**config.mk**
```make
export PLATFORM = sky130hd
export DESIGN_NAME = grouped_fifo_queue_unit
export DESIGN_NICKNAME = d
export VERILOG_FILES = /design/src/hdl/gfq_pkg.sv /design/src/hdl/gfq_ctrl.sv /design/src/hdl/gfq_store.sv /design/src/hdl/grouped_fifo_queue_unit.sv
export SDC_FILE = /design/constraint.sdc
export NUM_CORES = 1
export LEC_CHECK = 0
export BUFFER_PORTS_ARGS = -buffer_cell sky130_fd_sc_hd__buf_2
export CORE_MARGIN = 5
export CORE_UTILIZATION = 38
export CTS_CLUSTER_DIAMETER = 200
export DETAILED_ROUTE_END_ITERATION = 8
export HOLD_SLACK_MARGIN = 0.1
export PLACE_DENSITY_LB_ADDON = 0.12
export SLEW_MARGIN = 20
export SYNTH_ARGS = -nofsm -noshare
export SYNTH_HDL_FRONTEND = slang
export SYNTH_SLANG_ARGS = --single-unit
```
**constraint.sdc**
```tcl
create_clock -name clock -period 3.3 [get_ports clock]
set_clock_uncertainty 0.2 [all_clocks]
set_input_delay 0.33 -clock clock [delete_from_list [all_inputs] [get_ports clock]]
set_output_delay 0.33 -clock clock [all_outputs]
set_load 0.03 [all_outputs]
```
**src/hdl/gfq_pkg.sv**
```systemverilog
// shared types and codes for the grouped fifo queue
// used by gfq_ctrl, gfq_store and grouped_fifo_queue_unit; depends on nothing
`default_nettype none
package gfq_pkg;

   localparam int TAG_W      = 16;
   localparam int KEY_FIELD_W = 16;
   localparam int STATUS_W   = 2;

   localparam logic [STATUS_W-1:0] STATUS_ENQUEUED = 2'd0;
   localparam logic [STATUS_W-1:0] STATUS_DEQUEUED = 2'd1;
   localparam logic [STATUS_W-1:0] STATUS_EMPTY    = 2'd2;
   localparam logic [STATUS_W-1:0] STATUS_FULL     = 2'd3;

   localparam logic MODE_ENQUEUE = 1'b0;
   localparam logic MODE_DEQUEUE = 1'b1;

   typedef enum logic [1:0] {
      ST_IDLE,
      ST_DECIDE,
      ST_SCAN
   } gfq_state_type;

   typedef struct packed {
      logic capture;
      logic dequeue;
      logic post_empty;
      logic post_full;
      logic scan;
   } gfq_cmd_type;

   typedef struct packed {
      logic is_dequeue;
      logic empty;
      logic full;
      logic insert_here;
   } gfq_stat_type;

endpackage
`default_nettype wire

```
**src/hdl/gfq_ctrl.sv**
```systemverilog
// controller for the grouped fifo queue: sequences capture, decision and insert scan
// depends on gfq_pkg
`default_nettype none
module gfq_ctrl (
   input  wire logic                 clock,
   input  wire logic                 reset,
   input  wire logic                 req_valid,
   output logic                      req_stall,
   output logic                      rsp_valid,
   input  wire logic                 rsp_stall,
   input  wire gfq_pkg::gfq_stat_type stat,
   output gfq_pkg::gfq_cmd_type      cmd
);
   import gfq_pkg::*;

   gfq_state_type state_ff, state_in;
   logic          rsp_valid_ff, rsp_valid_in;
   logic          can_accept;
   logic          post;

   assign can_accept = (state_ff == ST_IDLE) && (!rsp_valid_ff || !rsp_stall);

   always_comb begin
      state_in = state_ff;
      case (state_ff)
         ST_IDLE: begin
            if (req_valid && can_accept) state_in = ST_DECIDE;
         end
         ST_DECIDE: begin
            if (stat.is_dequeue || stat.full) state_in = ST_IDLE;
            else                              state_in = ST_SCAN;
         end
         ST_SCAN: begin
            if (stat.insert_here) state_in = ST_IDLE;
         end
         default: state_in = ST_IDLE;
      endcase
   end

   always_comb begin
      cmd = '0;
      case (state_ff)
         ST_IDLE: begin
            cmd.capture = req_valid && can_accept;
         end
         ST_DECIDE: begin
            if (stat.is_dequeue) begin
               cmd.post_empty = stat.empty;
               cmd.dequeue    = !stat.empty;
            end else begin
               cmd.post_full = stat.full;
            end
         end
         ST_SCAN: begin
            cmd.scan = 1'b1;
         end
         default: cmd = '0;
      endcase
   end

   assign post = cmd.dequeue || cmd.post_empty || cmd.post_full ||
                 (cmd.scan && stat.insert_here);

   // output register holds until the receiver takes the transfer
   assign rsp_valid_in = post || (rsp_valid_ff && rsp_stall);

   always_ff @(posedge clock) begin
      if (reset) begin
         state_ff     <= ST_IDLE;
         rsp_valid_ff <= 1'b0;
      end else begin
         state_ff     <= state_in;
         rsp_valid_ff <= rsp_valid_in;
      end
   end

   assign req_stall = !can_accept;
   assign rsp_valid = rsp_valid_ff;

endmodule
`default_nettype wire

```
**src/hdl/gfq_store.sv**
```systemverilog
// datapath for the grouped fifo queue: slot registers, match vector, fill count,
// insert scan counter and result payload register; depends on gfq_pkg
`default_nettype none
module gfq_store #(
   parameter int QUEUE_DEPTH = 16,
   parameter int KEY_BITS    = 16
) (
   input  wire logic                               clock,
   input  wire logic                               reset,
   input  wire logic                               req_mode,
   input  wire logic [gfq_pkg::KEY_FIELD_W-1:0]    req_group_key,
   input  wire logic [gfq_pkg::TAG_W-1:0]          req_entry_tag,
   input  wire gfq_pkg::gfq_cmd_type               cmd,
   output gfq_pkg::gfq_stat_type                   stat,
   output logic [gfq_pkg::STATUS_W-1:0]            rsp_status,
   output logic [gfq_pkg::TAG_W-1:0]               rsp_out_tag
);
   import gfq_pkg::*;

   localparam int SK    = (KEY_BITS < KEY_FIELD_W) ? KEY_BITS : KEY_FIELD_W;
   localparam int IDX_W = $clog2(QUEUE_DEPTH);
   localparam int CNT_W = $clog2(QUEUE_DEPTH + 1);
   localparam logic [CNT_W-1:0] DEPTH_CNT = CNT_W'(QUEUE_DEPTH);
   localparam logic [CNT_W-1:0] CNT_ONE   = CNT_W'(1);

   logic [SK-1:0]    slot_grp_ff [QUEUE_DEPTH];
   logic [TAG_W-1:0] slot_tag_ff [QUEUE_DEPTH];
   logic [QUEUE_DEPTH-1:0] match_ff, match_in;
   logic [CNT_W-1:0] fill_ff, fill_in;
   logic [CNT_W-1:0] cnt_ff, cnt_in;
   logic [CNT_W-1:0] cnt_m1;
   logic [SK-1:0]    key_ff;
   logic [TAG_W-1:0] tag_ff;
   logic             mode_ff;
   logic [STATUS_W-1:0] status_ff, status_in;
   logic [TAG_W-1:0] out_tag_ff, out_tag_in;
   logic             any_match;
   logic             insert_here;
   logic             do_step;
   logic             do_insert;

   // only occupied slots take part in the group compare
   always_comb begin
      for (int j = 0; j < QUEUE_DEPTH; j++) begin
         match_in[j] = (CNT_W'(j) < fill_ff) && (slot_grp_ff[j] == req_group_key[SK-1:0]);
      end
   end

   assign any_match   = |match_ff;
   assign cnt_m1      = cnt_ff - CNT_ONE;
   // insert point reached when the slot just ahead holds the last entry of the group, or at the tail if absent
   assign insert_here = !any_match || (cnt_ff == '0) || match_ff[cnt_m1[IDX_W-1:0]];
   assign do_step     = cmd.scan && !insert_here;
   assign do_insert   = cmd.scan && insert_here;

   always_comb begin
      fill_in = fill_ff;
      if (cmd.dequeue)   fill_in = fill_ff - CNT_ONE;
      else if (do_insert) fill_in = fill_ff + CNT_ONE;
   end

   always_comb begin
      cnt_in = cnt_ff;
      if (cmd.capture)   cnt_in = fill_ff;
      else if (do_step)  cnt_in = cnt_m1;
   end

   always_comb begin
      status_in  = status_ff;
      out_tag_in = out_tag_ff;
      if (cmd.dequeue) begin
         status_in  = STATUS_DEQUEUED;
         out_tag_in = slot_tag_ff[0];
      end else if (cmd.post_empty) begin
         status_in  = STATUS_EMPTY;
         out_tag_in = '0;
      end else if (cmd.post_full) begin
         status_in  = STATUS_FULL;
         out_tag_in = '0;
      end else if (do_insert) begin
         status_in  = STATUS_ENQUEUED;
         out_tag_in = '0;
      end
   end

   always_ff @(posedge clock) begin
      if (reset) begin
         fill_ff <= '0;
      end else begin
         fill_ff <= fill_in;
      end
   end

   always_ff @(posedge clock) begin
      cnt_ff     <= cnt_in;
      status_ff  <= status_in;
      out_tag_ff <= out_tag_in;
      if (cmd.capture) begin
         key_ff   <= req_group_key[SK-1:0];
         tag_ff   <= req_entry_tag;
         mode_ff  <= req_mode;
         match_ff <= match_in;
      end
   end

   // each slot loads a neighbour (forward on dequeue, back in the scan) or the new entry
   for (genvar j = 0; j < QUEUE_DEPTH; j++) begin : g_slot
      if (j == 0) begin : g_head
         always_ff @(posedge clock) begin
            if (cmd.dequeue) begin
               slot_grp_ff[j] <= slot_grp_ff[j+1];
               slot_tag_ff[j] <= slot_tag_ff[j+1];
            end else if (do_insert && cnt_ff == CNT_W'(j)) begin
               slot_grp_ff[j] <= key_ff;
               slot_tag_ff[j] <= tag_ff;
            end
         end
      end else if (j == QUEUE_DEPTH - 1) begin : g_last
         always_ff @(posedge clock) begin
            if (do_step && cnt_ff == CNT_W'(j)) begin
               slot_grp_ff[j] <= slot_grp_ff[j-1];
               slot_tag_ff[j] <= slot_tag_ff[j-1];
            end else if (do_insert && cnt_ff == CNT_W'(j)) begin
               slot_grp_ff[j] <= key_ff;
               slot_tag_ff[j] <= tag_ff;
            end
         end
      end else begin : g_mid
         always_ff @(posedge clock) begin
            if (cmd.dequeue) begin
               slot_grp_ff[j] <= slot_grp_ff[j+1];
               slot_tag_ff[j] <= slot_tag_ff[j+1];
            end else if (do_step && cnt_ff == CNT_W'(j)) begin
               slot_grp_ff[j] <= slot_grp_ff[j-1];
               slot_tag_ff[j] <= slot_tag_ff[j-1];
            end else if (do_insert && cnt_ff == CNT_W'(j)) begin
               slot_grp_ff[j] <= key_ff;
               slot_tag_ff[j] <= tag_ff;
            end
         end
      end
   end

   assign stat.is_dequeue  = (mode_ff == MODE_DEQUEUE);
   assign stat.empty       = (fill_ff == '0);
   assign stat.full        = (fill_ff == DEPTH_CNT);
   assign stat.insert_here = insert_here;

   assign rsp_status  = status_ff;
   assign rsp_out_tag = out_tag_ff;

endmodule
`default_nettype wire

```
**src/hdl/grouped_fifo_queue_unit.sv**
```systemverilog
// top level of the grouped fifo queue: controller plus slot datapath
// depends on gfq_pkg, gfq_ctrl and gfq_store
//
// usage: the req channel carries one command per transfer: mode enqueue with a
// group key and tag, or mode dequeue. every request gives exactly one rsp
// transfer with a status code and, for a dequeue, the tag of the removed head.
// an enqueued entry lands directly behind the last queued entry of its group,
// or at the tail when the group is absent; a full queue drops it (status full).
// a dequeue, an empty report or a full report is settled in the decide state and
// posted through the output register. an enqueue also runs the insert scan over
// the entries behind its insert point, moving one slot per cycle.
// one request is in flight at a time; the next is taken once the result has
// been posted and the output register is free or being drained.
// a stalled rsp holds its payload and blocks new requests (req_stall high).
// reset empties the queue at once and drops any pending result; slot contents
// are not cleared, only the fill count.
`default_nettype none
module grouped_fifo_queue_unit #(
   parameter int QUEUE_DEPTH = 16,
   parameter int KEY_BITS    = 16
) (
   input  wire logic                            clock,
   input  wire logic                            reset,
   input  wire logic                            req_valid,
   output logic                                 req_stall,
   input  wire logic                            req_mode,
   input  wire logic [gfq_pkg::KEY_FIELD_W-1:0] req_group_key,
   input  wire logic [gfq_pkg::TAG_W-1:0]       req_entry_tag,
   output logic                                 rsp_valid,
   input  wire logic                            rsp_stall,
   output logic [gfq_pkg::STATUS_W-1:0]         rsp_status,
   output logic [gfq_pkg::TAG_W-1:0]            rsp_out_tag
);
   import gfq_pkg::*;

   gfq_cmd_type  cmd;
   gfq_stat_type stat;

   gfq_ctrl u_ctrl (
      .clock     (clock),
      .reset     (reset),
      .req_valid (req_valid),
      .req_stall (req_stall),
      .rsp_valid (rsp_valid),
      .rsp_stall (rsp_stall),
      .stat      (stat),
      .cmd       (cmd)
   );

   gfq_store #(
      .QUEUE_DEPTH (QUEUE_DEPTH),
      .KEY_BITS    (KEY_BITS)
   ) u_store (
      .clock         (clock),
      .reset         (reset),
      .req_mode      (req_mode),
      .req_group_key (req_group_key),
      .req_entry_tag (req_entry_tag),
      .cmd           (cmd),
      .stat          (stat),
      .rsp_status    (rsp_status),
      .rsp_out_tag   (rsp_out_tag)
   );

endmodule
`default_nettype wire

```
# After elaboration in Yosys (flattened, before gate mapping)
# Memory sizes are Yosys's and may differ from the RTL's.
# Cells that the tools add are included.
# totals
register_bits,80
latch_bits,0
ram_bits,512
rom_bits,0
input_bits,37
word_cells,401
mem_count,2
# classes
n_addsub,3
mul,0
n_div,0
n_lt_le_gt_ge,17
n_eq_ne,36
shift,0
n_mux,196
bitwise,60
reduce_logical,77
# mem_list
name,words,width,rd,rd_clocked_by_memory_dff,wr,line,source
u_store.slot_grp_ff,16,16,16,0,15,gfq_store.sv:26,logic [SK-1:0] slot_grp_ff [QUEUE_DEPTH];
u_store.slot_tag_ff,16,16,16,0,15,gfq_store.sv:27,logic [TAG_W-1:0] slot_tag_ff [QUEUE_DEPTH];
# op_table
operator,n
$mux W16,66
$eq A16 B16 Y1,16
$mux W1,114
$or A1 B1 Y1,60
$logic_and A1 B1 Y1,52
$reduce_or A16 Y1,3
$eq A5 B4 Y1 const B,8
$lt A4 B5 Y1 const A,8
$eq A5 B3 Y1 const B,4
$lt A3 B5 Y1 const A,4
$mux W5,4
$mux W2,7
$eq A5 B2 Y1 const B,2
$logic_not A5 Y1,2
$lt A1 B5 Y1 const A,2
$lt A2 B5 Y1 const A,2
$sub A5 B1 Y5 const B,2
$logic_or A1 B1 Y1,8
$mux W4,2
$logic_not A1 Y1,6
$pmux W2 S3,1
$add A5 B1 Y5 const B,1
$eq A5 B1 Y1 const B,1
$eq A5 B5 Y1 const B,1
other kinds (12),13

# Longest topological paths before layout
# Gate-level depths: netlist of run 1.
# depth
ltp_word,12
ltp_mapped,13
ltp_nobuf,8

# By module
# Synthesis of run 1 repeated with hierarchy kept, for this count alone.
# hier_totals
hier_cells,2842
area_unflattened_um2,30142.7
# by_module_without_submodules
mod,instances,cells_each,area_each_um2
gfq_store,1,2822,29976.2
gfq_ctrl,1,20,166.4

# Least setup slack after synthesis of run 1
# No wires, ideal clock.
# synth_path
path_type,register -> register
start,register u_store.cnt_ff[0]
end,"register u_store.out_tag_ff[0], in the netlist u_store.rsp_out_tag[0], enable pin"
t_arrival_ns,2.612
required_ns,2.738
path_slack_ns,0.127
stages_incl_launch_ff,12
path_buffers,3
period_less_slack_ns,3.173
path_cell_list,edfxtp_1 buf_2 inv_1 ha_1 mux4_2 mux2_2 mux2i_1 buf_2 buf_4 a21oi_1 nor2_1 nand2_1
# synth_between
elab_chain_cells,6
word_cells_on_any_way,8
cone_classes,add/sub (1); mux (2); reduce/logical (5)
# synth_lines
element,line,source
"start, declared",gfq_store.sv:30,"logic [CNT_W-1:0] cnt_ff, cnt_in;"
"start signal, assigned",gfq_store.sv:95,cnt_ff <= cnt_in;
$sub A5 B1 Y5,gfq_store.sv:50,assign cnt_m1 = cnt_ff - CNT_ONE;
$bmux W1 S4,gfq_store.sv:52,assign insert_here = !any_match || (cnt_ff == '0) || match_ff[cnt_m1[IDX_W-1:0]];
$mux W1 (not written as such),gfq_store.sv:52,
$logic_or A1 B1 Y1 (*),gfq_store.sv:52,
$logic_and A1 B1 Y1 (*),gfq_store.sv:54,assign do_insert = cmd.scan && insert_here;
$reduce_bool A4 Y1 (no source line) (*),n/a,
"end signal, assigned",gfq_store.sv:97,out_tag_ff <= out_tag_in;
"end, declared",gfq_store.sv:36,"logic [TAG_W-1:0] out_tag_ff, out_tag_in;"
# Every way passes the cells marked *; elsewhere a longest branch is shown, timed or not. The select of a mux whose other input is x is not followed.
# A chain may end at the register's enable or synchronous reset.

==> run summary, run 1 <==
Net Count, Synth -> 2846
Final slew viol count -> 0
Overall Global Routing Usage -> 21.3%
Cell Rows -> 102
Drt wl/cell -> 24.0 um
Final hold vios -> 0
Total Wirelength -> 95100 um
Port bufs -> 56
Hold Path Class -> primary input to flip-flop
Routed via count -> 22254
Status -> finished, final reports clean
Area leader, netlist -> edfxtp_1
Area delta synth->final -> 15.7%
CP Capture Type -> flip-flop
CTS tree -> yes
Final min period -> 3.22 ns
First-pass GRT wire length -> 140000 um
Most frequent cell after synthesis -> edfxtp_1
Post-synthesis mux area share -> 3.97%
Max IR drop VDD -> 0.000465 V
Post-DRT Antenna Nets -> 0
Initial antenna violation count -> 0
Post-synthesis adder-cell area fraction -> 0.377%
Register area share after synthesis -> 59.1%
GR Overflow Total -> 0
Post-synth top area share -> 58.5%
Post-route DRC -> 0
Sw Ratio -> 36.5%
Root Driver -> clkbuf_16
Max Clk Rate -> 310 MHz
Top cells by area, synth -> edfxtp_1, a21oi_1, nand2_1, o21ai_0, xor2_1
Core box area -> 77700 sq um
H-tree depth -> 3
Simple-gate share of the synthesized area -> 9.27%
Skew-Pair Late Insertion Delay -> 0.62 ns
Sink Count -> 592
Post-DP HPWL -> 67300 um
WS Path Type -> flip-flop to flip-flop
Vias in the first global route -> 22993
Mapped Avg Cell Area -> 10.7 sq um
Actual slew at the worst max-slew pin -> 1.11 ns
Final Setup Violations -> 0
Compound-cell area share of the yosys netlist -> 16.1%
Largest net degree at the start of global routing -> 84
Yosys reg bits -> 592
Vias per cell -> 5.63
CTS buffer count -> 69
Main combinational cell family by area after synthesis -> compound AO/OA/AOI/OAI gates
Ratio of cells with drive above 1 in the final layout -> 13.6%
WHS -> 0.131 ns
Gpl congestion -> 0.863
Clk pwr share -> 28.4%
Post-synth top cells -> edfxtp_1, nand2_1, a21oi_1, o21ai_0, o21ai_1
Initial DRC count -> 1600
Startpoint Class -> flip-flop
Synth unique cells -> 42
Post-synth top flop -> edfxtp_1
Max-cap violations -> 0
Logic pwr share -> 35.3%
Die area -> 84400 sq um
Synth warnings -> 0
Flop pwr share -> 36.2%
Clk buf depth -> 3
Tcrit/Tclk final -> 97.7%
Leakage -> 12.6 nW
Worst EP required -> 3.56 ns
Total Neg Setup Slack -> 0 ns
XOR/XNOR Fraction of Synth Area -> 7.65%
DIE WIDTH -> 291 um
Power per cell area -> 748 nW/um^2
Initial Util -> 38.5%
Power Internal -> 16.4 mW
Psw -> 9.43 mW
Cell Area, Synth -> 29900 sq um
Initial DRT Pass Iterations -> 5
Relative slew slack -> 25.9%
IO Count -> 57
FFs w/ async S/R, synth -> 0%
CP arrival -> 3.49 ns
Syn Inst Count -> 2800
Die height -> 291 um
Clk slew on worst S/H paths -> 0.06 ns
Nets -> 2908
Post-synth EDFFs -> 582
Worst-path fanout max -> 20
-- critical path, cell delays in order, from the launching register on --
cell	delay (ns)
edfxtp_1	0.41
inv_1	0.13
ha_4	0.32
mux4_2	0.29
mux2_2	0.33
mux2i_4	0.22
buf_12	0.19
and2_4	0.26
buf_4	0.20
buf_6	0.26
a21oi_1	0.11
o21ai_1	0.12
-- state kept, by name (all words and copies together), names as in the netlist --
signal,count
u_store.key_ff,16
u_store.cnt_ff,5
u_store.rsp_status,2
u_store.match_ff,16
u_ctrl.state_ff,2
u_store.rsp_out_tag,16
u_store.tag_ff,16
u_store.mode_ff,1
u_store.slot_tag_ff,256
u_store.fill_ff,5
u_ctrl.rsp_valid,1
u_store.slot_grp_ff,256
-- through the flow --
step	total power [mW]	setup WS, ns	cells	util (%)	cell area (sq um)
floorplan	14.8	0.127	2800	-	29900
global placement	17.9	0.0985	3786	41.1	31900
detailed placement	18.0	0.0339	3786	41.1	31900
CTS	25.4	0.0295	3944	44.2	34400
global route	27.2	-0.0448	3954	44.5	34600
finish	25.9	0.0757	3955	44.5	34600
-- kinds of logic after synthesis --
logic type                 Yosys count
AOI/OAI and AO/OA                  934
muxes                              105
and+or+nand+nor                    651
DFF                                592
buffers and inverters              248
adders and majority gates            9
xor gates and xnor gates           261
-- cell type report --
class / count / area, sq um
antenna: 1 / 2.50
clock buffer: 93 / 1840
clock inverter: 30 / 262
fill: 7451 / 43100
inverter: 8 / 30.0
multi-input combinational: 1960 / 11300
sequential: 592 / 17700
tap: 1040 / 1300
timing repair buffer: 231 / 2150
-- worst paths after layout --
kind                                            start                    endpoint  slack, ns  cells after the start
worst max-delay path                u_store.cnt_ff[1]  u_store.slot_grp_ff[6][10]       0.08                     11
worst min-delay path                req_group_key[11]        u_store.match_ff[13]       0.13                      4
worst max register to register      u_store.cnt_ff[1]  u_store.slot_grp_ff[6][10]       0.08                     11
worst min register to register  u_store.rsp_status[1]       u_store.rsp_status[1]       0.27                      2
-- metal layers --
metal,part of all wire [%],vias to the layer above,GRT usage [%]
met1,41,11263,26.1
met5,0,-,0
met4,4.4,0,8.95
li1,-,10235,-
met2,51,568,37.7
met3,4.3,188,3.06
-- what timing repair did --
action | 4_1_cts | 5_1_grt
setup endpoints to repair | 0 | 375
hold buffers | 35 | 0
hold endpoints to repair | 39 | 0
buffers inserted | 0 | 4
gates resized for setup | 0 | 18
-- power by group through the flow --
stage	clock (mW)	sequential [mW]	combinational, mW
CTS	7.51	9.38	8.50
global placement	0	9.52	8.38
floorplan	0	9.38	5.47
global route	7.84	9.40	9.93
detailed placement	0	9.53	8.44
finish	7.36	9.37	9.15
-- placed cells by master (no fill, tap or decap), types with 5 or more instances in the layout --
cell type,n
nand2_2,26
o21ai_0,270
nand2_1,465
nor2_1,17
clkbuf_1,23
nand4_1,31
nand3_1,13
buf_12,25
buf_4,104
a21oi_1,425
o21ai_1,186
nor4_1,43
nor3_1,14
nor2b_1,7
a21boi_1,29
dlygate4sd3_1,35
clkinv_1,13
xnor2_1,112
inv_1,7
edfxtp_1,582
mux2i_1,32
buf_2,56
dfxtp_1,10
clkbuf_16,75
clkinv_2,5
xor2_1,148
and2_1,16
mux2_2,68
ha_1,7
a211oi_1,5
(Power assumes the default switching activity.)
==> run 2, diff against run 1 <==
--- a/config.mk
+++ b/config.mk
@@ -6,12 +6,12 @@
 export NUM_CORES = 1
 export LEC_CHECK = 0
 export BUFFER_PORTS_ARGS = -buffer_cell sky130_fd_sc_hd__buf_2
-export CORE_MARGIN = 5
 export CORE_UTILIZATION = 38
 export CTS_CLUSTER_DIAMETER = 200
 export DETAILED_ROUTE_END_ITERATION = 8
 export HOLD_SLACK_MARGIN = 0.1
 export PLACE_DENSITY_LB_ADDON = 0.12
+export RECOVER_POWER = 100
 export SLEW_MARGIN = 20
 export SYNTH_ARGS = -nofsm -noshare
 export SYNTH_HDL_FRONTEND = slang
==> run 2 against run 1 <==
Against the previous run: the flow now finishes with violations (max-capacitance violations, max-slew violations); final cell count increased by 0.48%; power increased by 0.75%; critical path depth unchanged; hold slack improved by 0.081 ns; largest power group unchanged; sequential share of layout area increased by 0.059 points.
==> run summary, run 2 (synthesis results as in run 1) <==
Status -> complete, but fails checks
Violated checks -> max-capacitance violations, max-slew violations
Core box area -> 77600 sq um
Top Registers -> u_store.slot_grp_ff: 256 flops, u_store.slot_tag_ff: 256 flops
Crit path cell chain -> inv_2 > ha_4 > mux4_2 > mux2_2 > mux2i_4 > buf_12 > and2_2 > clkbuf_2 > clkbuf_16 > a21oi_1 > o21ai_0
Total power -> 26.1 mW
Vias in the first global route -> 23084
Max IR drop VDD -> 0.000527 V
Largest net degree at the start of global routing -> 68
Relative slew slack -> -3.16%
Root Driver -> clkbuf_16
Critical Path Max Stage Delay -> 0.41 ns
Worst path slowest cell -> edfxtp_1
Nets -> 2923
Initial DRT Pass Iterations -> 5
Max Clk Rate -> 314 MHz
Startpoint Class -> flip-flop
Initial DRC count -> 1765
Final slew viol count -> 18
GR Overflow Total -> 0
Logic pwr share -> 35.7%
CP arrival -> 3.43 ns
CTS tree -> yes
Tcrit/Tclk final -> 96.5%
Initial Util -> 38.5%
Psw -> 9.39 mW
Routed via count -> 22269
Cell Rows -> 102
DIE WIDTH -> 283 um
Worst-path fanout max -> 33
Clk slew on worst S/H paths -> 0.06 ns
Pre-CTS setup slack -> -0.0836 ns
Port bufs -> 56
Skew-Pair Late Insertion Delay -> 0.62 ns
Final Setup Violations -> 0
Total Wirelength -> 96500 um
Final non-filler cell total -> 3974
Clk buf depth -> 3
R2r startpoint -> u_store.cnt_ff[1]
Ratio of cells with drive above 1 in the final layout -> 12.7%
Power Internal -> 16.7 mW
Overall Global Routing Usage -> 23.9%
Final min period -> 3.19 ns
Actual slew at the worst max-slew pin -> 1.55 ns
Worst EP required -> 3.55 ns
Final worst setup slack -> 0.114 ns
Die area -> 79800 sq um
Crit. Startpoint -> u_store.cnt_ff[1]
WS Path Type -> flip-flop to flip-flop
Post-DP HPWL -> 68900 um
Most frequent cells in the layout -> edfxtp_1, nand2_1, a21oi_1
Commonest non-fill, non-tap cell in the layout -> edfxtp_1
Max-cap violations -> 1
Final hold vios -> 0
Sink Count -> 592
Die height -> 283 um
Leakage -> 12.6 nW
Gpl congestion -> 0.884
Total Neg Setup Slack -> 0 ns
Flop pwr share -> 35.9%
Vias per cell -> 5.60
Post-DRT Antenna Nets -> 0
Power per cell area -> 755 nW/um^2
CTS buffer count -> 69
Min-delay src -> req_entry_tag[4]
IO Count -> 57
Clk pwr share -> 28.3%
Hold Path Class -> primary input to flip-flop
CP Capture Type -> flip-flop
Initial antenna violation count -> 0
First-pass GRT wire length -> 143000 um
Sw Ratio -> 36.0%
Area delta synth->final -> 15.5%
Placed Cells incl. Taps -> 3794
H-tree depth -> 3
RSZ-0062 raised after global routing -> no
Post-route DRC -> 0
Antenna cells -> 0
Drt wl/cell -> 24.3 um
-- run 2: cell types whose count changed in the layout (fill, tap and decap cells not counted), sizes merged --
cell	change
buf	-49
clkbuf	+60
bufbuf	+3
dlygate4sd3	-2
diode	-1
clkinv	+11
clkinvlp	-4
and2	+1
-- run 2: final cells by class --
type | count | area (sq um)
clock buffer | 91 | 1880
clock inverter | 37 | 235
fill | 7558 | 43100
inverter | 8 | 30.0
multi-input combinational | 1961 | 11300
sequential | 592 | 17700
tap | 1040 | 1300
timing repair buffer | 245 | 2110
-- run 2: power groups by stage --
stage               logic [mW]  clock network, mW  registers (mW)
CTS                       9.31               7.53            9.36
floorplan                 5.47                  0            9.38
global route              10.1               7.79            9.40
finish                    9.32               7.39            9.37
detailed placement        8.53                  0            9.52
global placement          8.41                  0            9.51
-- run 2: repair_timing --
| action | 4_1_cts | 5_1_grt |
|---|---|---|
| resized for setup | 10 | 12 |
| buffers inserted | 5 | 8 |
| endpoints found under the hold margin | 38 | 0 |
| cloned | 4 | 3 |
| setup endpoints to repair | 61 | 450 |
| hold buffers | 33 | 0 |
-- run 2: metal layers --
layer	vias up	share of wire, %	GRT usage (%)
li1	10276	-	-
met1	11344	41	30.0
met2	505	52	42.6
met3	144	4.0	2.86
met4	0	3.0	7.43
met5	-	0	0
-- run 2: critical path: cells and delay by family (launching register included) --
family / cells / cell delay, ns
fa+ha+maj: 1 / 0.30
flops: 1 / 0.41
compound gates: 2 / 0.27
mux: 3 / 0.85
simple gates: 1 / 0.25
buf+inv: 4 / 0.71
-- run 2: path summary, 6_finish.rpt --
kind | to | slack [ns] | cells past startpoint
setup / recovery | u_store.slot_tag_ff[0][56] | 0.11 | 11
hold / removal | u_store.tag_ff[4] | 0.21 | 2
setup reg to reg | u_store.slot_tag_ff[0][56] | 0.11 | 11
hold reg to reg | u_store.rsp_status[1] | 0.27 | 2
-- run 2: per-stage QoR --
stage / hold WS, ns / util (%) / instance area, sq um
after floorplan: 0.229 / - / 29900
after global placement: 0.249 / 41.2 / 32000
after detailed placement: 0.260 / 41.2 / 32000
after CTS: 0.141 / 44.7 / 34700
after global routing: 0.199 / 44.5 / 34500
final: 0.212 / 44.5 / 34500
